===== src/design/harmonic_bond_energy_gradient_assert.svh =====
// Assertion macros shared by the harmonic bond energy and gradient block.
// Used by modules that see clk and rst_n; no other dependencies.
`ifndef HARMONIC_BOND_ENERGY_GRADIENT_ASSERT_SVH
`define HARMONIC_BOND_ENERGY_GRADIENT_ASSERT_SVH
`ifndef SYNTHESIS
`define HBEG_ASSERT(lbl, prop, msg) \
    lbl: assert property (@(posedge clk) disable iff (!rst_n) prop) else $error(msg);
`define HBEG_NEVER(lbl, cond, msg) \
    lbl: assert property (@(posedge clk) disable iff (!rst_n) !(cond)) else $error(msg);
`else
`define HBEG_ASSERT(lbl, prop, msg)
`define HBEG_NEVER(lbl, cond, msg)
`endif
`endif


===== src/design/hbeg_pkg.sv =====
`timescale 1ns / 1ps
// Types, constants and iteration steps of the harmonic bond energy block.
// No dependencies.
package hbeg_pkg;

    localparam int COORD_W       = 20;
    localparam int MAG_W         = 20;
    localparam int LEN_W         = 21;
    localparam int SUM_W         = 42;
    localparam int ROOT_REM_W    = 24;
    localparam int SQ_STAGES     = 7;
    localparam int SQ_PER_STAGE  = 3;
    localparam int K_W           = 24;
    localparam int W_W           = 24;
    localparam int ENERGY_W      = 48;
    localparam int GRAD_W        = 40;
    localparam int GM_W          = 52;
    localparam int NUM_W         = 72;
    localparam int DIV_REM_W     = 22;
    localparam int DIV_STAGES    = 10;
    localparam int DIV_PER_STAGE = 4;
    localparam int CFG_IDX_W     = 3;
    localparam int CFG_DATA_W    = 24;

    localparam logic [LEN_W-2:0] TRANS_LEN_RST = 20'd3891;
    localparam logic [K_W-1:0]   TRANS_K_RST   = 24'd227840;
    localparam logic [LEN_W-2:0] CIS_LEN_RST   = 20'd3021;
    localparam logic [K_W-1:0]   CIS_K_RST     = 24'd21760;
    localparam logic [W_W-1:0]   WEIGHT_RST    = 24'd65536;

    localparam logic [GRAD_W-1:0] GRAD_POS_SAT = 40'h7F_FFFF_FFFF;
    localparam logic [GRAD_W-1:0] GRAD_NEG_SAT = 40'h80_0000_0000;

    typedef enum logic [CFG_IDX_W-1:0] {
        CFG_TRANS_LEN = 3'd0,
        CFG_TRANS_K   = 3'd1,
        CFG_CIS_LEN   = 3'd2,
        CFG_CIS_K     = 3'd3,
        CFG_WEIGHT    = 3'd4
    } cfg_index_t;

    typedef struct packed {
        logic [2:0]            neg;
        logic [2:0][MAG_W-1:0] mag;
        logic [LEN_W-2:0]      l0;
        logic [K_W-1:0]        k;
    } bond_item_t;

    typedef struct packed {
        bond_item_t          item;
        logic [LEN_W-1:0]    len;
        logic                dneg;
        logic                deg;
        logic [LEN_W-1:0]    dmag;
        logic [ENERGY_W-1:0] energy;
        logic [2:0]          ovf;
    } bond_carry_t;

    typedef struct packed {
        logic [ROOT_REM_W-1:0] rem;
        logic [LEN_W-1:0]      root;
        logic [SUM_W-1:0]      rad;
    } sqrt_state_t;

    typedef struct packed {
        logic [DIV_REM_W-1:0] rem;
        logic [GRAD_W-1:0]    quo;
    } div_state_t;

    function automatic sqrt_state_t sqrt_step(input sqrt_state_t s);
        sqrt_state_t n;
        logic [ROOT_REM_W-1:0] r;
        logic [ROOT_REM_W-1:0] t;
        r = {s.rem[ROOT_REM_W-3:0], s.rad[SUM_W-1 -: 2]};
        t = ROOT_REM_W'({s.root, 2'b01});
        n.rad = {s.rad[SUM_W-3:0], 2'b00};
        if (r >= t)
        begin
            n.rem  = r - t;
            n.root = {s.root[LEN_W-2:0], 1'b1};
        end
        else
        begin
            n.rem  = r;
            n.root = {s.root[LEN_W-2:0], 1'b0};
        end
        return n;
    endfunction

    function automatic div_state_t div_step(input div_state_t s, input logic [LEN_W-1:0] len);
        div_state_t n;
        logic [DIV_REM_W-1:0] r;
        r = {s.rem[DIV_REM_W-2:0], s.quo[GRAD_W-1]};
        n.quo = {s.quo[GRAD_W-2:0], 1'b0};
        if (r >= DIV_REM_W'(len))
        begin
            n.rem    = r - DIV_REM_W'(len);
            n.quo[0] = 1'b1;
        end
        else
        begin
            n.rem = r;
        end
        return n;
    endfunction

endpackage


===== src/design/hbeg_queue.sv =====
`timescale 1ns / 1ps
// Short request queue between the front end and the arithmetic pipeline.
// Depends on hbeg_pkg and the assertion macro header.
module hbeg_queue import hbeg_pkg::*; #(
    parameter int W     = 8,
    parameter int DEPTH = 4
) (
    input  logic         clk,
    input  logic         rst_n,
    input  logic         wr_en,
    input  logic [W-1:0] wr_data,
    output logic         q_full,
    input  logic         rd_en,
    output logic [W-1:0] rd_data,
    output logic         q_empty
);

`include "harmonic_bond_energy_gradient_assert.svh"

    localparam int PTR_W = $clog2(DEPTH);
    localparam int CNT_W = $clog2(DEPTH + 1);

    logic [W-1:0]     mem_reg [DEPTH];
    logic [PTR_W-1:0] wr_ptr_reg;
    logic [PTR_W-1:0] rd_ptr_reg;
    logic [CNT_W-1:0] count_reg;
    logic [CNT_W-1:0] count_next;

    assign q_full  = count_reg == CNT_W'(DEPTH);
    assign q_empty = count_reg == '0;
    assign rd_data = mem_reg[rd_ptr_reg];

    always_comb
    begin
        count_next = count_reg;
        if (wr_en && !rd_en)
        begin
            count_next = count_reg + 1'b1;
        end
        else if (rd_en && !wr_en)
        begin
            count_next = count_reg - 1'b1;
        end
    end

    always_ff @(posedge clk or negedge rst_n)
    begin
        if (!rst_n)
        begin
            wr_ptr_reg <= '0;
            rd_ptr_reg <= '0;
            count_reg  <= '0;
        end
        else
        begin
            count_reg <= count_next;
            if (wr_en)
            begin
                wr_ptr_reg <= wr_ptr_reg + 1'b1;
            end
            if (rd_en)
            begin
                rd_ptr_reg <= rd_ptr_reg + 1'b1;
            end
        end
    end

    always_ff @(posedge clk)
    begin
        if (wr_en)
        begin
            mem_reg[wr_ptr_reg] <= wr_data;
        end
    end

    `HBEG_NEVER(a_queue_no_overflow, wr_en && q_full, "queue written while full")
    `HBEG_NEVER(a_queue_no_underflow, rd_en && q_empty, "queue read while empty")
    `HBEG_ASSERT(a_queue_count_range, count_reg <= CNT_W'(DEPTH), "queue count out of range")

endmodule


===== config.mk =====
export PLATFORM = sky130hd
export DESIGN_NAME = hbeg_queue
export DESIGN_NICKNAME = d
export VERILOG_FILES = /design/src/design/hbeg_pkg.sv /design/src/design/hbeg_queue.sv
export VERILOG_INCLUDE_DIRS = /design/src /design/src/design
export SDC_FILE = /design/constraint.sdc
export NUM_CORES = 1
export LEC_CHECK = 0
export ABC_AREA = 1
export CELL_PAD_IN_SITES_DETAIL_PLACEMENT = 0
export CELL_PAD_IN_SITES_GLOBAL_PLACEMENT = 1
export CORE_MARGIN = 5
export CORE_UTILIZATION = 44
export DETAILED_ROUTE_END_ITERATION = 10
export DONT_BUFFER_PORTS = 1
export PLACE_DENSITY_LB_ADDON = 0.1
export SKIP_CTS_REPAIR_TIMING = 1
export SYNTH_ARGS = -nofsm -noshare
export SYNTH_HDL_FRONTEND = slang
export SYNTH_SLANG_ARGS = --single-unit

===== constraint.sdc =====
create_clock -name clk -period 1.27 [get_ports clk]
set_input_delay 0 -clock clk [delete_from_list [all_inputs] [get_ports clk]]
set_output_delay 0 -clock clk [all_outputs]
set_load 0.02 [all_outputs]

==> reports/qor.yml <==
pwr:
  total_power_mw: 4.60
  internal-power_mw: 2.92
  clockPowerShare_pct: 19.2
  p_switching_mw: 1.68
  max-vdd-ir-drop_mv: 1.05
  powerDensity_nw_per_um2: 2200
  sw_frac_of_total_pct: 36.5
  p_comb_share_pct: 40.3
  seqPwrFrac_pct: 40.5
  p_leak_nw: 0.901
layout:
  multi_input_area_sq_um: 433
  fin_cells: 217
  nets: 186
  fillers: 304
  num_antenna_cells: 0
  regArea_sq_um: 1140
  final_common_cell: "edfxtp_1"
  fin_util_pct: 56.2
  drive_gt1_share_pct: 21.9
  largest_reg_flops: 32
  layout_common_cells: "edfxtp_1, nand2_1, inv_1, o211ai_1, buf_4"
  stdcell_area_sq_um: 2090
  syn_to_final_growth_pct: 22.5
logic_synthesis:
  yosysWarnings: 0
  synth_area_leaders: "edfxtp_1, dfrtp_1, nand2_1"
  yosysTopAreaCell: "edfxtp_1"
  ys_ff_latch: 39
  syn_area_sq_um: 1700
  ys_types: 18
  ys_async_sr_fraction_pct: 17.9
  ys.flop_type: "edfxtp_1"
  avgSynthCellArea_sq_um: 12.1
  synth_edf_count: 32
  yosys.area.top_type_share_pct: 56.4
  synth_nets: 159
  ys_seq_area_share_pct: 66.7
  syn_inst: 141
placement:
  gp_congestion: 0.820
  place_ws_ps: 35.1
  placed_cell_area_sq_um: 1820
  dp.cells: 195
  dp_hpwl_mm: 1.91
  io_buffers: 0
sta:
  finalCritPeriodShare_pct: 95.4
  setup_ws_ps: 58.9
  worstMarginPinSlew_ps: 318
  relSlewSlack_pct: 78.7
  slew_violations: 0
  fin_crit_ps: 1210
  max_freq_ghz: 0.826
  finClkSkew_ps: 6.17
  rsz0062_at_grt: "yes"
  setup_viol: 0
  hold_viol: 0
drt:
  drtAntennaViolNets: 0
  vias: 1004
  drt_pass1_iterations: 4
  wirelength_mm: 2.71
  drcViolationCount: 0
  wire_per_inst_um: 12.5
  avgViaCountPerCell: 4.63
  drtIter0Drc: 35
clock_network:
  clk_pin_slew_ps: 70
  clk_latency_ps: 280
  cts_sinks: 39
  cts_tree: "done"
  numCtsBuffers: 5
  cts_buffer_depth: 2
  htree_levels: 2
  cts-root-buf: "clkbuf_8"
critical_path:
  setup.worst_path.class: "register to output pin"
  rr_worst_depth: 5
  endpoint_kind: "output pin"
  crit_path_max_incr_delay_ps: 400
  crit_arrival_ps: 1210
  cp_max_fo: 34
  crit_required_ps: 1270
  crit_path_cell_trace: "buf_12, o211ai_1, nand2_2"
  critPathSlowestCell: "dfrtp_1"
  cp-start-kind: "register"
  r2r_slack_ps: 90
flow_run:
  drv_cap: 0
worst_hold_path:
  hold_depth: 2
  hold_class: "input pin to register"
global_routing:
  antenna_found_initial: 0
  gr-usage-all-layers_pct: 12.0
  gr-total-overflow: 0
  grt_max_degree: 35
  grt_pass1_wl_mm: 4.60
  grt_pass1_vias: 973
outcome:
  status: "completed"
die:
  top_level_ports: 22
  die_w_um: 72.2
  die_area_sq_um: 5220
  start_util_pct: 45.9
  die_h_um: 72.2
  coreArea_sq_um: 3720
  num_rows: 22
==> power by group through the flow <==
stage / Clock, mW / Sequential, mW / Combinational (mW)
CTS: 0.920 / 1.87 / 1.69
global placement: 0 / 1.88 / 1.66
global route: 0.995 / 1.90 / 2.10
floorplan: 0 / 1.85 / 1.31
detailed placement: 0 / 1.89 / 1.69
finish: 0.882 / 1.86 / 1.85
==> per-stage QoR <==
| stage | hold WS [ps] | TNS, ps |
|---|---|---|
| after floorplan | -296 | 0 |
| after global placement | -295 | 0 |
| after detailed placement | -295 | 0 |
| after CTS | -608 | 0 |
| after global routing | 15.9 | -218 |
| final | 13.9 | 0 |
==> path summary, 6_finish.rpt <==
| path | from | to |
|---|---|---|
| min in group asynchronous | rst_n | count_reg[1] |
| max | rd_ptr_reg[0] | rd_data[5] |
| min reg2reg | count_reg[2] | count_reg[2] |
| max in group asynchronous | rst_n | rd_ptr_reg[1] |
| min | wr_en | count_reg[0] |
| max reg2reg | wr_ptr_reg[1] | mem_reg[2][1] |
==> worst max-delay path, delay by kind of cell (launching register included) <==
| kind | cells | cell delay [ps] |
|---|---|---|
| simple gates | 1 | 140 |
| buf+inv | 1 | 170 |
| compound gates | 1 | 220 |
| flops | 1 | 400 |
==> layer usage <==
layer / vias up / GRT usage [%] / share of wire, %
met3: 2 / 5.82 / 4.6
met5: - / 0 / 0
met2: 16 / 20.7 / 53
met4: 0 / 3.13 / 0.37
met1: 463 / 13.2 / 42
li1: 523 / - / -
==> cell usage after synthesis (2+ instances only) <==
master	n
nor3_1	2
ha_1	5
o211ai_1	15
inv_1	27
buf_6	4
nand2_1	37
dfrtp_1	7
xor2_1	3
edfxtp_1	32
==> kinds of logic after synthesis <==
group,Yosys count,synth area share [%]
buffers and inverters,34,9.40
and+or+nand+nor,41,9.40
xor gates and xnor gates,4,2.06
DFF,39,66.7
AOI/OAI and AO/OA,17,7.64
adders and majority gates,6,4.85
==> cell type report <==
class,instances,share of cell area (%)
multi-input cells,68,20.7
well taps,48,2.88
repair buffers,26,11.9
flip-flops and latches,39,54.4
inverters,28,5.16
clock buffers,7,4.62
clock inverters,1,0.300
No activity file was read; power rests on OpenSTA's default activity.
