===== src/design/harmonic_bond_energy_gradient_assert.svh =====
// Assertion macros shared by the harmonic bond energy and gradient block.
// Used by modules that see clk and rst_n; no other dependencies.
`ifndef HARMONIC_BOND_ENERGY_GRADIENT_ASSERT_SVH
`define HARMONIC_BOND_ENERGY_GRADIENT_ASSERT_SVH
`ifndef SYNTHESIS
`define HBEG_ASSERT(lbl, prop, msg) \
    lbl: assert property (@(posedge clk) disable iff (!rst_n) prop) else $error(msg);
`define HBEG_NEVER(lbl, cond, msg) \
    lbl: assert property (@(posedge clk) disable iff (!rst_n) !(cond)) else $error(msg);
`else
`define HBEG_ASSERT(lbl, prop, msg)
`define HBEG_NEVER(lbl, cond, msg)
`endif
`endif


===== src/design/hbeg_pkg.sv =====
`timescale 1ns / 1ps
// Types, constants and iteration steps of the harmonic bond energy block.
// No dependencies.
package hbeg_pkg;

    localparam int COORD_W       = 20;
    localparam int MAG_W         = 20;
    localparam int LEN_W         = 21;
    localparam int SUM_W         = 42;
    localparam int ROOT_REM_W    = 24;
    localparam int SQ_STAGES     = 7;
    localparam int SQ_PER_STAGE  = 3;
    localparam int K_W           = 24;
    localparam int W_W           = 24;
    localparam int ENERGY_W      = 48;
    localparam int GRAD_W        = 40;
    localparam int GM_W          = 52;
    localparam int NUM_W         = 72;
    localparam int DIV_REM_W     = 22;
    localparam int DIV_STAGES    = 10;
    localparam int DIV_PER_STAGE = 4;
    localparam int CFG_IDX_W     = 3;
    localparam int CFG_DATA_W    = 24;

    localparam logic [LEN_W-2:0] TRANS_LEN_RST = 20'd3891;
    localparam logic [K_W-1:0]   TRANS_K_RST   = 24'd227840;
    localparam logic [LEN_W-2:0] CIS_LEN_RST   = 20'd3021;
    localparam logic [K_W-1:0]   CIS_K_RST     = 24'd21760;
    localparam logic [W_W-1:0]   WEIGHT_RST    = 24'd65536;

    localparam logic [GRAD_W-1:0] GRAD_POS_SAT = 40'h7F_FFFF_FFFF;
    localparam logic [GRAD_W-1:0] GRAD_NEG_SAT = 40'h80_0000_0000;

    typedef enum logic [CFG_IDX_W-1:0] {
        CFG_TRANS_LEN = 3'd0,
        CFG_TRANS_K   = 3'd1,
        CFG_CIS_LEN   = 3'd2,
        CFG_CIS_K     = 3'd3,
        CFG_WEIGHT    = 3'd4
    } cfg_index_t;

    typedef struct packed {
        logic [2:0]            neg;
        logic [2:0][MAG_W-1:0] mag;
        logic [LEN_W-2:0]      l0;
        logic [K_W-1:0]        k;
    } bond_item_t;

    typedef struct packed {
        bond_item_t          item;
        logic [LEN_W-1:0]    len;
        logic                dneg;
        logic                deg;
        logic [LEN_W-1:0]    dmag;
        logic [ENERGY_W-1:0] energy;
        logic [2:0]          ovf;
    } bond_carry_t;

    typedef struct packed {
        logic [ROOT_REM_W-1:0] rem;
        logic [LEN_W-1:0]      root;
        logic [SUM_W-1:0]      rad;
    } sqrt_state_t;

    typedef struct packed {
        logic [DIV_REM_W-1:0] rem;
        logic [GRAD_W-1:0]    quo;
    } div_state_t;

    function automatic sqrt_state_t sqrt_step(input sqrt_state_t s);
        sqrt_state_t n;
        logic [ROOT_REM_W-1:0] r;
        logic [ROOT_REM_W-1:0] t;
        r = {s.rem[ROOT_REM_W-3:0], s.rad[SUM_W-1 -: 2]};
        t = ROOT_REM_W'({s.root, 2'b01});
        n.rad = {s.rad[SUM_W-3:0], 2'b00};
        if (r >= t)
        begin
            n.rem  = r - t;
            n.root = {s.root[LEN_W-2:0], 1'b1};
        end
        else
        begin
            n.rem  = r;
            n.root = {s.root[LEN_W-2:0], 1'b0};
        end
        return n;
    endfunction

    function automatic div_state_t div_step(input div_state_t s, input logic [LEN_W-1:0] len);
        div_state_t n;
        logic [DIV_REM_W-1:0] r;
        r = {s.rem[DIV_REM_W-2:0], s.quo[GRAD_W-1]};
        n.quo = {s.quo[GRAD_W-2:0], 1'b0};
        if (r >= DIV_REM_W'(len))
        begin
            n.rem    = r - DIV_REM_W'(len);
            n.quo[0] = 1'b1;
        end
        else
        begin
            n.rem = r;
        end
        return n;
    endfunction

endpackage


===== src/design/hbeg_front.sv =====
`timescale 1ns / 1ps
// Front end: configuration registers, request intake, difference vector and
// cis or trans parameter selection. Depends on hbeg_pkg.
module hbeg_front import hbeg_pkg::*; #(
    parameter int INDEX_BITS = 12
) (
    input  logic                   clk,
    input  logic                   rst_n,
    input  logic                   cfg_valid,
    output logic                   cfg_ready,
    input  logic [CFG_IDX_W-1:0]   cfg_index,
    input  logic [CFG_DATA_W-1:0]  cfg_data,
    input  logic                   push,
    output logic                   full,
    input  logic signed [COORD_W-1:0] first_x,
    input  logic signed [COORD_W-1:0] first_y,
    input  logic signed [COORD_W-1:0] first_z,
    input  logic signed [COORD_W-1:0] second_x,
    input  logic signed [COORD_W-1:0] second_y,
    input  logic signed [COORD_W-1:0] second_z,
    input  logic                   cis_bond,
    input  logic [INDEX_BITS-1:0]  first_index,
    input  logic [INDEX_BITS-1:0]  second_index,
    input  logic                   q_full,
    output logic                   q_push,
    output bond_item_t             q_item,
    output logic [INDEX_BITS-1:0]  q_idx1,
    output logic [INDEX_BITS-1:0]  q_idx2,
    output logic [W_W-1:0]         weight
);

    logic [LEN_W-2:0] trans_len_reg;
    logic [K_W-1:0]   trans_k_reg;
    logic [LEN_W-2:0] cis_len_reg;
    logic [K_W-1:0]   cis_k_reg;
    logic [W_W-1:0]   weight_reg;

    logic                  valid_reg;
    bond_item_t            item_reg;
    bond_item_t            item_next;
    logic [INDEX_BITS-1:0] idx1_reg;
    logic [INDEX_BITS-1:0] idx2_reg;
    logic                  accept;

    logic signed [COORD_W:0] diff [3];

    assign cfg_ready = 1'b1;
    assign weight    = weight_reg;

    always_ff @(posedge clk or negedge rst_n)
    begin
        if (!rst_n)
        begin
            trans_len_reg <= TRANS_LEN_RST;
            trans_k_reg   <= TRANS_K_RST;
            cis_len_reg   <= CIS_LEN_RST;
            cis_k_reg     <= CIS_K_RST;
            weight_reg    <= WEIGHT_RST;
        end
        else if (cfg_valid)
        begin
            unique case (cfg_index_t'(cfg_index))
                CFG_TRANS_LEN: trans_len_reg <= cfg_data[LEN_W-2:0];
                CFG_TRANS_K:   trans_k_reg   <= cfg_data;
                CFG_CIS_LEN:   cis_len_reg   <= cfg_data[LEN_W-2:0];
                CFG_CIS_K:     cis_k_reg     <= cfg_data;
                CFG_WEIGHT:    weight_reg    <= cfg_data;
                default:       ;
            endcase
        end
    end

    assign full   = valid_reg && q_full;
    assign accept = push && !full;
    assign q_push = valid_reg && !q_full;

    always_comb
    begin
        diff[0] = (COORD_W+1)'(first_x) - (COORD_W+1)'(second_x);
        diff[1] = (COORD_W+1)'(first_y) - (COORD_W+1)'(second_y);
        diff[2] = (COORD_W+1)'(first_z) - (COORD_W+1)'(second_z);
        for (int i = 0; i < 3; i++)
        begin
            item_next.neg[i] = diff[i][COORD_W];
            item_next.mag[i] = diff[i][COORD_W] ? MAG_W'(-diff[i]) : MAG_W'(diff[i]);
        end
        item_next.l0 = cis_bond ? cis_len_reg : trans_len_reg;
        item_next.k  = cis_bond ? cis_k_reg : trans_k_reg;
    end

    always_ff @(posedge clk or negedge rst_n)
    begin
        if (!rst_n)
        begin
            valid_reg <= 1'b0;
        end
        else if (accept)
        begin
            valid_reg <= 1'b1;
        end
        else if (q_push)
        begin
            valid_reg <= 1'b0;
        end
    end

    always_ff @(posedge clk)
    begin
        if (accept)
        begin
            item_reg <= item_next;
            idx1_reg <= first_index;
            idx2_reg <= second_index;
        end
    end

    assign q_item = item_reg;
    assign q_idx1 = idx1_reg;
    assign q_idx2 = idx2_reg;

endmodule


===== config.mk =====
export PLATFORM = sky130hd
export DESIGN_NAME = hbeg_front
export DESIGN_NICKNAME = d
export VERILOG_FILES = /design/src/design/harmonic_bond_energy_gradient_assert.svh /design/src/design/hbeg_pkg.sv /design/src/design/hbeg_front.sv
export SDC_FILE = /design/constraint.sdc
export NUM_CORES = 1
export LEC_CHECK = 0
export BUFFER_PORTS_ARGS = -buffer_cell sky130_fd_sc_hd__buf_2
export CAP_MARGIN = 40
export CORE_MARGIN = 3
export CORE_UTILIZATION = 55
export DETAILED_ROUTE_END_ITERATION = 10
export GPL_ROUTABILITY_DRIVEN = 0
export MAX_ROUTING_LAYER = met4
export PLACE_DENSITY = 0.8
export SETUP_SLACK_MARGIN = 0.5
export SLEW_MARGIN = 10
export SYNTH_ARGS = -nofsm -noshare
export SYNTH_HDL_FRONTEND = slang
export SYNTH_SLANG_ARGS = --single-unit

===== constraint.sdc =====
create_clock -name clk -period 12.3 [get_ports clk]
set_input_delay 2.46 -clock clk [delete_from_list [all_inputs] [get_ports clk]]
set_output_delay 2.46 -clock clk [all_outputs]
set_load 0.01 [all_outputs]

==> results of run 1 <==
per-layer routing:
metal | vias up | global-route usage
met5 | - | -
met4 | 0 | 0.05344
met3 | 42 | 0.03449
met2 | 384 | 0.4142
met1 | 4990 | 0.3092
li1 | 4933 | -
area by class of cell:
| cell class | instances | area (um2) | area share |
|---|---|---|---|
| Sequential cell | 244 | 6797 | 0.4108 |
| Multi-Input combinational cell | 798 | 6397 | 0.3867 |
| Timing Repair Buffer | 345 | 1784 | 0.1079 |
| Clock buffer | 41 | 779.5 | 0.04712 |
| Tap cell | 319 | 399.1 | 0.02413 |
| Inverter | 84 | 315.3 | 0.01906 |
| Clock inverter | 8 | 66.31 | 0.004008 |
| Antenna cell | 2 | 5.005 | 0.0003025 |
critical path: cells and delay by family:
kind / cells / cell delay (ns)
compound gates: 5 / 1.66
xor+xnor: 1 / 0.08
simple gates: 4 / 0.93
buf+inv: 3 / 0.30
fa+ha+maj: 2 / 0.61
synthesized netlist by cell type (24+ instances only):
cell,number
a21oi_1,47
clkbuf_1,24
dfrtp_1,85
dfstp_2,28
edfxtp_1,131
ha_1,63
inv_1,84
mux2_2,157
nand2_1,58
nor2_1,54
o21ai_0,40
xnor2_1,60
xor2_1,31
worst min path at each step:
stage                             start            end  slack [ns]  depth (start not counted)
after CTS                 cis_k_reg[17]  cis_k_reg[17]        0.50                          1
final                     cis_k_reg[17]  cis_k_reg[17]        0.50                          1
after detailed placement  cis_k_reg[17]  cis_k_reg[17]        0.49                          1
after global routing      cis_k_reg[17]  cis_k_reg[17]        0.51                          1
after floorplan            cis_k_reg[0]   cis_k_reg[0]        0.47                          1
after global placement    cis_k_reg[13]  cis_k_reg[13]        0.48                          1
power groups by stage:
stage | Combinational (mW) | Sequential, mW | Clock [mW]
2_1_floorplan | 0.382 | 1.15 | 0
3_3_place_gp | 0.599 | 1.11 | 0
3_5_place_dp | 0.622 | 1.12 | 0
4_1_cts | 0.627 | 1.11 | 0.779
5_1_grt | 0.685 | 1.12 | 0.818
6_report | 0.625 | 1.10 | 0.763
stage by stage:
step,area [um2],utilization,instances
6_report,16540,0.6924,1841
5_1_grt,16540,0.6924,1841
4_1_cts,16540,0.6922,1839
3_5_place_dp,15690,0.6568,1790
3_3_place_gp,15650,0.6548,1787
2_1_floorplan,13630,-,1161
kinds of logic (layout without fill, tap and decap cells):
kind of cell	after synthesis	after routing	synth area share
other	1	3	0.0002751
DFF	244	244	0.4986
and+or+nand+nor	243	243	0.09317
AOI/OAI and AO/OA	236	236	0.1210
muxes	161	161	0.1327
xor gates and xnor gates	91	91	0.05847
adders and majority gates	66	66	0.06224
buffers and inverters	119	478	0.03350
==> key figures, run 1 <==
Global routing
  – Vias in the first global route: 10.19k
  – Largest net degree at the start of global routing: 63
  – Congestion Overflow GR: 0
  – Antenna violations before repair: 2
  – First-pass GRT wire length: between 50 and 60 mm
  – Total GRT Usage: 0.2421

Outcome
  – Outcome: finished clean

Power
  – Sw Ratio: 0.2798
  – Total power: approximately 2.5 mW
  – Sw Pwr: roughly 0.70 mW
  – PD cells: around 150 mW/mm2
  – Worst vdd ir: 114.0 uV
  – Clock Power Share: 0.306
  – Sequential share of power: 0.443
  – Leakage: 7.314 nW
  – P_int: roughly 1.8 mW
  – Comb pwr share: 0.251

STA
  – Fin crit share: 0.4723
  – Setup WS post-layout: approximately 6.5 ns
  – Fin crit period: about 5.8 ns
  – Rel. slew slack: 0.4122
  – Setup Skew: about 0.024 ns
  – Slew @ Worst Pin: between 0.8 and 0.9 ns
  – RSZ-0062 raised after global routing: no
  – Hold Fails Final Rpt: 0
  – Final Setup Violations: 0
  – Final hold slack: between 0.4 and 0.5 ns
  – TNS Setup: 0 ns
  – Slew Limit Fails: 0
  – Max Clock Freq: ~170 MHz

Finish
  – Most frequent cells in the layout: buf_2, mux2_2, edfxtp_1
  – Layout cells sized above 1: 0.3947
  – Number of flip-flops in the largest register: 107
  – Syn-to-layout area delta: 21.37%
  – Nets@finish: between 1.5k and 2k
  – Commonest non-fill, non-tap cell in the layout: buf_2
  – Fillers: between 1.5k and 2k

Floorplanning
  – Core Region: roughly 0.024 mm2
  – Die span in y: between 150 and 200 um
  – IO Count: around 340
  – Initial Util: 0.5705
  – Die width: about 160 um
  – DIE AREA: 0.02671 mm2
  – Row cnt: between 50 and 60

Routing
  – 1st-iter DRT viols: between 600 and 700
  – DRC Markers: 0
  – Final wirelength: roughly 32 mm
  – Routed length on met1: about 14 mm
  – Uppermost layer routed: met4
  – Routed Antenna Nets: 0
  – Drt first pass iters: 5
  – WL met3: 2.114 mm
  – Number of vias per cell: 5.621
  – Via count: between 10k and 15k
  – DR WL met2: 16.29 mm
  – Post-DR wirelength/cell: 17.64 um

Critical path
  – Crit path DAT: just over 6 ns
  – Worst setup path end: q_item[82]
  – Worst r2r src: valid_reg
  – Worst Path Required: ~13 ns
  – Slowest stage cell, crit path: a31oi_2
  – Endpoint class of the critical path: flip-flop
  – CP Launch Type: input pin
  – Crit path max fanout: 17
  – Crit path kind: in -> reg
  – Flop-to-flop setup slack: about 10 ns
  – Crit-path cells: buf_2 -> inv_1 -> ha_1 -> fa_1 -> nand2b_1 -> a21boi_2 -> o21ai_0 -> a211oi_1 -> nor4b_1 -> nor3_1 -> nand2_1 -> a31oi_2 -> inv_1 -> o21ai_0 -> xnor2_1
  – Worst-case reg-to-reg path depth: 5
  – End of the worst register-to-register path: q_item[79]
  – CP peak stage delay: ~0.68 ns
  – Worst Setup SP: first_y[0]

Clock tree
  – CTS H-tree lvls: 1
  – Hold-fix buffers, CTS: 0
  – Num CTS Buffers: 27
  – Max Buffers Root-to-Sink: 3
  – PostCTS Resize Cnt: 0
  – Post-CTS setup buffer count: 0
  – CTS clk-pin slew, worst paths: roughly 0.06 ns
  – Clk Latency, worst-skew pair: 0.52 ns
  – Clock Sinks: roughly 240
  – Clock root cell: clkbuf_16
  – CTS tree: done

Synthesis
  – Yosys reg bits: about 240
  – Number of synthesized flops with an enable pin: 131
  – Syn_nets: 1404
  – Post-Syn Instances: 1161
  – Ys async rst share: 0.4631
  – Top cell type's share of synthesized area: 0.2886
  – Synth area leader: edfxtp_1
  – Sequential element share of the synthesized area: 0.4986
  – Syn_area_per_cell: roughly 12 um2
  – Main synth FF type: edfxtp_1
  – Cell variety after synth: 83
  – Synth Warn #: 0
  – Synth Cell Area: ~0.014 mm2
  – Area contributors post-synth: edfxtp_1, dfrtp_1, mux2_2, ha_1, dfstp_2

Run
  – Maxcap violations: 0

Placement
  – DP Wirelength: around 24 mm
  – Port Buf Inserts: ~330
  – Pre-CTS setup slack: between 6 and 7 ns

Worst hold path
  – HP Class: reg -> reg
(Power assumes the default switching activity.)
==> inputs of run 2 (changes only) <==
--- a/config.mk
+++ b/config.mk
@@ -5,6 +5,7 @@
 export SDC_FILE = /design/constraint.sdc
 export NUM_CORES = 1
 export LEC_CHECK = 0
+export ABC_AREA = 1
 export BUFFER_PORTS_ARGS = -buffer_cell sky130_fd_sc_hd__buf_2
 export CAP_MARGIN = 40
 export CORE_MARGIN = 3
@@ -12,7 +13,7 @@
 export DETAILED_ROUTE_END_ITERATION = 10
 export GPL_ROUTABILITY_DRIVEN = 0
 export MAX_ROUTING_LAYER = met4
-export PLACE_DENSITY = 0.8
+export PLACE_DENSITY = 0.79
 export SETUP_SLACK_MARGIN = 0.5
 export SLEW_MARGIN = 10
 export SYNTH_ARGS = -nofsm -noshare
==> constraint.sdc (replaced) <==
create_clock -name clk -period 5.8 [get_ports clk]
set_input_delay 1.16 -clock clk [delete_from_list [all_inputs] [get_ports clk]]
set_output_delay 1.16 -clock clk [all_outputs]
set_load 0.01 [all_outputs]
==> run 2 against run 1 <==
Effect of this change: count of clock-buffer cells in the layout is 7 lower; via count is 21% higher; sequential share of layout area is 1.5 points lower; clock skew is 0.0038 ns lower; first-iteration DRC count is 62% higher; hold slack worse by 0.018 ns; final cell count is 30% higher; combinational power is 110% higher; area after synthesis is 5.2% higher; sequential cell count stayed put; register-to-register slack worse by 5.6 ns; clock power is 97% higher.
==> key figures, run 2 <==
Outcome
  – Outcome: finished clean

Power
  – Sequential share of power: 0.448 (+0.005)
  – Worst vdd ir: 254.6 uV (+120%)
  – Leakage: 8.869 nW (+21%)
  – Total power: 5.118 mW (+110%)
  – PD cells: 297.8 mW/mm2 (+98%)
  – Sw Pwr: 1.557 mW (+120%)
  – Sw Ratio: 0.3042 (+0.02445)
  – P_int: 3.561 mW (+98%)
  – Comb pwr share: 0.260 (+0.009)
  – Clock Power Share: 0.293 (-0.013)

Global routing
  – First-pass GRT wire length: 58.13 mm (+14%)
  – Vias in the first global route: 12.03k (+18%)
  – Met2 usage: 0.4354 (+0.02119)
  – Antenna violations before repair: 1 (-1)
  – GRT busiest layer: met2
  – Largest net degree at the start of global routing: 59 (-6.3%)
  – Total GRT Usage: 0.2541 (+0.01200)
  – GR met3 Demand/Resource: 0.03470 (+0.0002110)
  – Met1 Track Usage GR: 0.3167 (+0.007425)
  – Congestion Overflow GR: 0 (unchanged)

Synthesis
  – Ys async rst share: 0.4631 (unchanged)
  – Post-Syn Instances: 1712 (+47%)
  – Post-synth top cells: nand2_1, inv_1, edfxtp_1, o21ai_0, nor2_1
  – Sequential element share of the synthesized area: 0.4740 (-0.02463)
  – Syn_area_per_cell: 8.375 um2 (-29%)
  – Syn_nets: 1955 (+39%)
  – Synth Cell Area: 0.01434 mm2 (+5.2%)
  – Count leader, synth: nand2_1
  – Yosys reg bits: 244 (unchanged)
  – Main synth FF type: edfxtp_1
  – Cell variety after synth: 39 (-53%)
  – Number of synthesized flops with an enable pin: 131 (unchanged)
  – Synth area leader: edfxtp_1
  – Top cell type's share of synthesized area: 0.2743 (-0.01425)
  – Synth Warn #: 0 (unchanged)
  – Area contributors post-synth: edfxtp_1, dfrtp_1, nand2_1, inv_1, ha_1

Critical path
  – Crit path kind: in -> reg
  – WP buf/inv: 4 (+1)
  – Slowest stage cell, crit path: fa_1
  – CP peak stage delay: 0.40 ns (-0.28 ns)
  – CP Launch Type: input pin
  – Worst Path Required: 6.06 ns (-6.50 ns)
  – Crit path max fanout: 13 (-4)
  – Endpoint class of the critical path: flip-flop
  – Most frequent CP cell: nand2_1
  – Crit-path cells: buf_2 -> inv_1 -> ha_1 -> fa_1 -> inv_1 -> nand3_1 -> nand2_4 -> nand2_2 -> nand2_2 -> nand3_1 -> nand2_1 -> nand2_1 -> nand2_1 -> nand2_1 -> o21ai_2 -> inv_2 -> nand2_2 -> o21ai_1 -> nand2_1 -> nand2_1
  – Crit path DAT: 3.53 ns (-2.54 ns)
  – Crit-path leading delay family: simple AND/OR/NAND/NOR gates

Clock tree
  – Num CTS Buffers: 24 (-11%)
  – Clock Sinks: 244 (unchanged)
  – Post-CTS setup buffer count: 0 (unchanged)
  – Clock root cell: clkbuf_16
  – CTS clk-pin slew, worst paths: 0.07 ns (about the same)
  – CTS tree: done
  – PostCTS Resize Cnt: 0 (unchanged)
  – CTS H-tree lvls: 1 (unchanged)
  – Clk Latency, worst-skew pair: 0.52 ns (about the same)
  – Hold-fix buffers, CTS: 0 (unchanged)
  – Max Buffers Root-to-Sink: 3 (unchanged)

STA
  – TNS Setup: 0 ns (unchanged)
  – Setup Skew: 0.02009 ns (-0.003762 ns)
  – Final hold slack: 0.4807 ns (-0.01809 ns)
  – Final Setup Violations: 0 (unchanged)
  – RSZ-0062 raised after global routing: no
  – Hold Fails Final Rpt: 0 (unchanged)
  – Rel. slew slack: 0.5391 (+0.1269)
  – Max Clock Freq: approximately 310 MHz
  – Slew Limit Fails: 0 (unchanged)
  – Fin crit share: 0.5639
  – Slew @ Worst Pin: 0.6914 ns (-0.1681 ns)
  – Fin crit period: roughly 3.3 ns

Routing
  – Number of vias per cell: 5.232 (-6.9%)
  – DRC Markers: 0 (unchanged)
  – Final wirelength: 35.68 mm (+9.8%)
  – Post-DR wirelength/cell: 14.88 um (-16%)
  – Via count: 12.55k (+21%)
  – Routed Antenna Nets: 0 (unchanged)
  – 1st-iter DRT viols: 1016 (+62%)
  – Drt first pass iters: 6 (+1)

Finish
  – Most frequent cells in the layout: nand2_1, buf_2, inv_1
  – Nets@finish: 2292 (+31%)
  – Syn-to-layout area delta: 19.85%
  – Commonest non-fill, non-tap cell in the layout: nand2_1
  – Layout cells sized above 1: 0.2521 (-0.1427)
  – Number of flip-flops in the largest register: 107 (unchanged)

Floorplanning
  – Initial Util: 0.5645 (-0.005954)
  – IO Count: 335 (unchanged)
  – Row cnt: 58 (+3.6%)
  – DIE AREA: 0.02804 mm2 (+5.0%)
  – Die width: 167.5 um (+2.5%)
  – Core Region: 0.02540 mm2 (+6.3%)
  – Die span in y: 167.5 um (+2.5%)

Placement
  – DP Wirelength: 27.14 mm (+12%)
  – Port Buf Inserts: 333 (unchanged)

Run
  – Maxcap violations: 0 (unchanged)

Worst hold path
  – HP Class: reg -> reg
## run 2: power groups by stage
stage,combinational (mW),clock [mW],sequential (mW)
finish,1.33,1.50,2.29
global route,1.50,1.60,2.32
CTS,1.33,1.53,2.29
detailed placement,1.31,0,2.32
global placement,1.26,0,2.31
floorplan,0.821,0,2.38
## run 2: layout make-up
type,instances,area [um2]
tap,330,412.9
sequential,244,6797
clock buffer,34,679.4
clock inverter,10,90.09
inverter,269,1012
timing repair buffer,344,1804
fill,2050,8214
multi-input combinational,1166,6387
antenna,1,2.502
## run 2: final timing paths
check                      depth (start not counted)              start                end  slack, ns
max                                               20         first_z[0]        q_item[100]       2.53
min                                                2  trans_len_reg[15]  trans_len_reg[15]       0.48
max reg2reg                                        5          valid_reg         q_item[30]       4.12
min reg2reg                                        2  trans_len_reg[15]  trans_len_reg[15]       0.48
max in group asynchronous                          3              rst_n   trans_len_reg[8]       4.03
min in group asynchronous                          1              rst_n    cis_len_reg[10]       0.61
## run 2: metal layers
metal	vias up	wire (um)
met2	478	17370
met4	0	1041
li1	6201	-
met5	-	0
met3	77	2540
met1	5790	14730
## run 2: cell families after synthesis
| group | count (synthesis) | share of synthesized area |
|---|---|---|
| buffers and inverters | 302 | 0.08106 |
| DFF | 244 | 0.4740 |
| AOI/OAI and AO/OA | 204 | 0.07469 |
| muxes | 44 | 0.03456 |
| and+or+nand+nor | 804 | 0.2465 |
| other | 1 | 0.0002615 |
| xor gates and xnor gates | 47 | 0.02976 |
| adders and majority gates | 66 | 0.05916 |
## run 2: through the flow
| stage | util | instances | worst slack (ns) | cell area (um2) |
|---|---|---|---|---|
| CTS | 0.6765 | 2397 | 2.576 | 17180 |
| floorplan | - | 1712 | 0.6395 | 14340 |
| finish | 0.6766 | 2398 | 2.529 | 17190 |
| global route | 0.6766 | 2398 | 2.293 | 17190 |
| detailed placement | 0.6462 | 2353 | 2.033 | 16410 |
| global placement | 0.6433 | 2350 | 2.117 | 16340 |
## run 2: worst min-delay path: cells and delay by family (launching register included)
| family | cells | cell delay, ns |
|---|---|---|
| flip-flops | 1 | 0.34 |
| AO/OA/AOI/OAI | 1 | 0.06 |
| AND/OR/NAND/NOR | 1 | 0.05 |
